File: config.mk
export PLATFORM = sky130hd
export DESIGN_NAME = bzs_div
export DESIGN_NICKNAME = d
export VERILOG_FILES = /design/src/hw/rtl/bzs_pkg.sv /design/src/hw/rtl/bzs_div.sv
export SDC_FILE = /design/constraint.sdc
export NUM_CORES = 1
export LEC_CHECK = 0
export BUFFER_PORTS_ARGS = -buffer_cell sky130_fd_sc_hd__buf_2
export CAP_MARGIN = 10
export CORE_UTILIZATION = 40
export CTS_CLUSTER_DIAMETER = 150
export DETAILED_ROUTE_END_ITERATION = 8
export PLACE_DENSITY = 0.66
export REMOVE_ABC_BUFFERS = 1
export SLEW_MARGIN = 15
export SYNTH_ARGS = -nofsm -noshare
export SYNTH_HDL_FRONTEND = slang
export SYNTH_SLANG_ARGS = --single-unit
File: constraint.sdc
create_clock -name clock -period 30.6 [get_ports clock]
set_input_delay 6.12 -clock clock [delete_from_list [all_inputs] [get_ports clock]]
set_output_delay 6.12 -clock clock [all_outputs]
set_load 0.02 [all_outputs]
File: src/hw/rtl/bzs_pkg.sv
// Shared constants, types and a helper function for the cubic Bezier point sampler.
// No dependencies; every other file refers to this package by scoped names.
`default_nettype none

package bzs_pkg;

   localparam int COORD_W     = 16;
   localparam int NUM_AXES    = 3;
   localparam int NUM_CTRL    = 4;
   localparam int IDX_W       = 12;
   localparam int CNT_W       = 13;
   localparam int MAX_SAMPLES = 4096;
   localparam int FRAC_W      = 16;
   localparam int REG_W       = NUM_AXES * COORD_W;
   localparam int WEIGHT_W    = 3 * FRAC_W;
   localparam int PROD_W      = COORD_W + WEIGHT_W;

   localparam int CSR_IDX_W   = 3;
   localparam logic [CSR_IDX_W-1:0] REG_START  = 3'd0;
   localparam logic [CSR_IDX_W-1:0] REG_FIRST  = 3'd1;
   localparam logic [CSR_IDX_W-1:0] REG_SECOND = 3'd2;
   localparam logic [CSR_IDX_W-1:0] REG_END    = 3'd3;
   localparam logic [CSR_IDX_W-1:0] REG_COUNT  = 3'd4;
   localparam logic [CNT_W-1:0]     COUNT_RESET = 13'd2;

   localparam int SEL_W = 2;
   localparam logic [SEL_W-1:0] SEL_CURVE = 2'd0;
   localparam logic [SEL_W-1:0] SEL_START = 2'd1;
   localparam logic [SEL_W-1:0] SEL_END   = 2'd2;
   localparam logic [SEL_W-1:0] SEL_OOR   = 2'd3;

   // divider: DIV_STEPS quotient bits per stage
   localparam int DIV_STEPS  = 4;
   localparam int DIV_STAGES = FRAC_W / DIV_STEPS;

   // stage map: input, divider, two weight stages, multiply, pair sum, final
   localparam int ST_DIV0   = 1;
   localparam int ST_WGT0   = ST_DIV0 + DIV_STAGES;
   localparam int WGT_ST    = 2;
   localparam int ST_MUL    = ST_WGT0 + WGT_ST;
   localparam int LANE_ST   = 3;
   localparam int N_STAGES  = ST_MUL + LANE_ST;

   localparam logic signed [PROD_W-1:0] ROUND_HALF = PROD_W'(1) <<< (WEIGHT_W - 1);

   typedef struct packed {
      logic [IDX_W-1:0] idx;
      logic [SEL_W-1:0] sel;
   } side_type;

   typedef struct packed {
      logic [IDX_W-1:0]  rem;
      logic [FRAC_W-1:0] quo;
   } div_type;

   typedef logic [NUM_CTRL-1:0][WEIGHT_W-1:0] weights_type;
   typedef logic [NUM_CTRL-1:0][COORD_W-1:0]  coords_type;

   // restoring division, DIV_STEPS quotient bits
   function automatic div_type div_stage(input div_type x, input logic [IDX_W-1:0] d);
      div_type     r;
      logic [IDX_W:0] r2;
      logic        qb;
      r = x;
      for (int s = 0; s < DIV_STEPS; s++) begin
         r2 = {r.rem, 1'b0};
         qb = (r2 >= {1'b0, d});
         if (qb) begin
            r2 = r2 - {1'b0, d};
         end
         r.rem = r2[IDX_W-1:0];
         r.quo = {r.quo[FRAC_W-2:0], qb};
      end
      return r;
   endfunction

endpackage

`default_nettype wire

File: src/hw/rtl/bzs_div.sv
// Pipelined restoring divider producing t = floor(index * 2^16 / divisor).
// Depends on bzs_pkg.
`default_nettype none

module bzs_div (
   input  wire logic                                 clock,
   input  wire logic [bzs_pkg::DIV_STAGES-1:0]       en,
   input  wire logic [bzs_pkg::IDX_W-1:0]            idx,
   input  wire logic [bzs_pkg::IDX_W-1:0]            divisor,
   output logic      [bzs_pkg::FRAC_W-1:0]           t
);

   bzs_pkg::div_type div_ff [bzs_pkg::DIV_STAGES];
   bzs_pkg::div_type div_in [bzs_pkg::DIV_STAGES];
   bzs_pkg::div_type seed;

   assign seed = '{rem: idx, quo: '0};

   for (genvar s = 0; s < bzs_pkg::DIV_STAGES; s++) begin : g_stage
      if (s == 0) begin : g_first
         assign div_in[s] = bzs_pkg::div_stage(seed, divisor);
      end else begin : g_next
         assign div_in[s] = bzs_pkg::div_stage(div_ff[s-1], divisor);
      end

      always_ff @(posedge clock) begin
         if (en[s]) begin
            div_ff[s] <= div_in[s];
         end
      end
   end

   assign t = div_ff[bzs_pkg::DIV_STAGES-1].quo;

endmodule

`default_nettype wire

==> results by stage <==
Worst setup path:
- In this run the critical register-to-register path is launched from div_ff[0][16]$_SDFFCE_PN0P_.
- The worst register-to-register path has a setup slack of 19.60 ns.
- In this run the worst setup path terminates at div_ff[1][22]$_DFFE_PP_.
- The worst setup path is launched from an input port.
- The largest stage delay on the critical path is 0.74 ns.
- The required time of the critical path is 30.70 ns.
- For the worst flop-to-flop path, the logic depth is 36.
- The largest individual stage delay along the critical path comes from the cell sky130_fd_sc_hd__o41ai_1.
- At the worst endpoint, the arrival time is 16.78 ns.
- In this run the worst setup path begins at divisor[2].
- The highest fanout seen on the critical path is 16.
- The most numerous cell type found on the critical path is sky130_fd_sc_hd__ha_1.
- The critical path is of the in2reg type.
- The endpoint identified for the worst register-to-register timing path is div_ff[1][22]$_DFFE_PP_.
- The worst setup path is captured at a flip-flop.

Floorplanning:
- The floorplan die height is 175 um.
- The full die area is 30800 um^2.
- The core region is 29600 um^2.
- Row generation in the floorplan step produced 63 rows.
- Once the floorplan was initialized, standard cells occupied 40.6% of the core.
- The chip width is 175 um.
- In this run the count of I/O pins placed on the die edge is 45.

Global route:
- The number of antenna violations at the first check in global routing came to 0.
- The number of global-route vias before repair is 10200.
- The overall track demand over capacity in global routing is 21.0%.
- Entering global routing, the biggest net connects 43 pins.
- The first global-routing pass estimated 52200 um of wire.
- The global route total overflow is 0.

Logic synthesis:
- The number of enable-type register cells in the synthesized netlist is 76.
- In this run, synthesis produced a sequential element count of 76.
- Sequential elements use 19.0% of the synthesized area.
- The predominant post-synthesis flop cell is sky130_fd_sc_hd__edfxtp_1.
- The netlist uses 74 different library cells.
- The cell area after technology mapping is 12000 um^2.
- The count of warnings emitted by yosys is 0.
- The fraction of the mapped netlist area in compound gates is 23.7%.
- The largest family of logic cells by synthesized area is compound AO/OA/AOI/OAI gates.
- The xor and xnor area share after synthesis is 8.58%.
- After Yosys synthesis, full adders, half adders and majority gates account for 19.4% of the synthesized area.
- Synthesis produced 1388 cells.
- The synthesized netlist devotes 16.2% of its cell area to simple gates.
- The fraction of registers with async set or reset after synthesis is 0%.
- The mean cell area of the mapped netlist is 8.67 um^2.
- The multiplexer fraction of the synthesized cell area is 10.6%.

Clocking:
- Counting the buffers created by CTS gives 9.
- The clock tree from TritonCTS is built.
- The number of gates resized after cts is 0.
- The cell at the root of the clock tree is sky130_fd_sc_hd__clkbuf_16.
- The number of sinks handled by clock tree synthesis is 76.
- The number of levels the H-tree was split into is 3.
- For the worst-skew pair, the clock arrives at the later sink with an insertion delay of 0.35 ns.
- The longest clock path from root to sink contains 2 buffers.
- The clock slew at the register clock pins of the worst setup and hold paths is 0.06 ns.
- In this run, post-CTS hold repair placed 0 buffers.
- Once the clock tree was built, the setup fixing pass inserted 0 buffers.

Timing:
- The count of final max-slew check failures was 0.
- Adding up every negative setup slack in the final design gives 0 ns.
- The period utilization is 54.5%.
- Based on the critical path, the design can be clocked at up to 59.9 MHz.
- Setup repair after global routing left no endpoint under its margin.
- After layout, the worst setup slack is 13.91 ns.
- The number of hold violations in the final report came to 0.
- Counting I/O delays and the setup requirement, the final critical path takes 16.69 ns.
- The actual slew at the worst max-slew pin is 1.08 ns.
- Across the routed clock network, the largest skew measured is 0.00718 ns.
- Setup violations remaining at the end of the flow were counted as 0.
- In this run the tightest slew margin relative to its limit is 27.7%.

Layout:
- After the flow finishes, the layout carries non-filler instances totaling 1829.
- The repair_antennas step left the layout with diodes totalling 0.
- Counting the fill cells in the layout gives 2972.
- Cells fill 44.0% of the core in the end.
- In the layout the commonest cells are sky130_fd_sc_hd__ha_1 (180), sky130_fd_sc_hd__nor2_1 (124), sky130_fd_sc_hd__a21oi_1 (103).
- The flip-flop count of the largest register, all copies and words added is 76.
- The most common cell after layout, fill and taps aside is sky130_fd_sc_hd__ha_1.
- The top register by number of flip-flops is div_ff.
- In the final layout, the registers with the most flip-flops are div_ff: 76 flops.
- From synthesis to final layout, the design area changed by 8.38%.
- The share of layout cells above drive strength 1 is 14.2%.
- In the final design database the tool counted 1648 nets.

Routing:
- The via total after detailed routing is 10600.
- The initial detailed-routing violation count is 593.
- In the routed layout, each cell is associated on average with a via count of 5.82.
- The final wirelength is 32000 um.
- The count of nets left with antenna violations once routing finished came out at 0.
- In the routed design, unresolved DRC markers number 0.
- The number of detailed-routing iterations run before antenna repair is 5.
- After detailed routing, the average wire length per cell comes to 17.5 um.

Worst hold path:
- The path class of the tightest hold or removal check is reg2reg.

Status:
- The flow ran to the end, and the final reports show no timing, DRC or antenna violations.

Placed design:
- The final weighted congestion in routability-driven placement is 0.908.
- Counting tap cells, the placed design contains a total of 1814 instances.
- The quantity of I/O buffers inserted on ports is 44.
- The placed wire-length estimate after detailed placement is 24300 um.
- The worst slack at placement is 13.52 ns.

Job:
- Max-cap violations in this run came to 0.
-- cells by family after synthesis --
family	after synthesis
adders and majority gates	184
AOI/OAI and AO/OA	424
and+or+nand+nor	399
xor gates and xnor gates	118
buffers and inverters	73
DFF	76
muxes	114
-- metal layers --
layer,part of all wire (%),vias to the layer above,routed length [um],global-route usage (%)
met5,0,-,0,0
met4,2.2,0,695,5.69
met3,3.7,58,1180,2.21
met2,48,222,15300,37.0
met1,46,4992,14800,27.1
li1,-,5377,-,-
-- worst min path at each step --
stage | startpoint | endpoint | slack (ns) | depth (start not counted)
floorplan | div_ff[0][0]$_DFFE_PP_ | div_ff[1][4]$_DFFE_PP_ | 0.40 | 0
detailed placement | div_ff[2][0]$_DFFE_PP_ | div_ff[3][4]$_DFFE_PP_ | 0.41 | 0
CTS | div_ff[1][0]$_DFFE_PP_ | div_ff[2][4]$_DFFE_PP_ | 0.42 | 0
global placement | div_ff[1][3]$_DFFE_PP_ | div_ff[2][7]$_DFFE_PP_ | 0.40 | 0
finish | div_ff[1][0]$_DFFE_PP_ | div_ff[2][4]$_DFFE_PP_ | 0.42 | 0
global route | div_ff[1][0]$_DFFE_PP_ | div_ff[2][4]$_DFFE_PP_ | 0.42 | 0
-- through the flow --
stage / instance area, um^2 / hold WS [ns]
final: 13000 / 0.417
after global routing: 13000 / 0.419
after CTS: 13000 / 0.416
after detailed placement: 12800 / 0.405
after global placement: 12800 / 0.402
after floorplan: 11900 / 0.400
-- area by class of cell --
cell class	instances	area [um^2]	share of cell area (%)
clock buffer	9	225	1.73
clock inverter	6	65.1	0.499
inverter	48	180	1.38
multi-input combinational	1239	9460	72.5
sequential	76	2280	17.5
tap	390	488	3.74
timing repair buffer	61	348	2.67
-- cells in the mapped netlist (11+ instances only) --
cell type	n	area, um^2
sky130_fd_sc_hd__a211oi_1	20	150
sky130_fd_sc_hd__a21o_1	60	450
sky130_fd_sc_hd__a21oi_1	103	515
sky130_fd_sc_hd__a31oi_1	16	100
sky130_fd_sc_hd__and2_1	14	87.6
sky130_fd_sc_hd__and3_1	11	68.8
sky130_fd_sc_hd__clkbuf_1	13	48.8
sky130_fd_sc_hd__edfxtp_1	76	2280
sky130_fd_sc_hd__ha_1	180	2250
sky130_fd_sc_hd__inv_1	43	161
sky130_fd_sc_hd__mux2_2	95	1070
sky130_fd_sc_hd__nand2_1	81	304
sky130_fd_sc_hd__nand2b_1	13	81.3
sky130_fd_sc_hd__nand3_1	24	120
sky130_fd_sc_hd__nand4_1	25	156
sky130_fd_sc_hd__nor2_1	124	465
sky130_fd_sc_hd__nor2b_1	23	144
sky130_fd_sc_hd__nor3_1	38	190
sky130_fd_sc_hd__o21a_1	40	300
sky130_fd_sc_hd__o21ai_0	74	370
sky130_fd_sc_hd__o21bai_1	18	135
sky130_fd_sc_hd__o31ai_1	11	82.6
sky130_fd_sc_hd__or3_1	11	68.8
sky130_fd_sc_hd__xnor2_1	80	701
sky130_fd_sc_hd__xor2_1	38	333
-- worst max-delay path, delay by kind of cell --
| kind | cells | cell delay [ns] |
|---|---|---|
| AND/OR/NAND/NOR | 6 | 1.41 |
| buffers and inverters | 5 | 0.60 |
| multiplexers | 4 | 1.55 |
| AO/OA/AOI/OAI | 20 | 5.73 |
| adder cells (fa/ha/maj) | 4 | 1.35 |
Power is not shown: default switching activity piles up to over one toggle a cycle in this logic, so the estimate is an artifact.
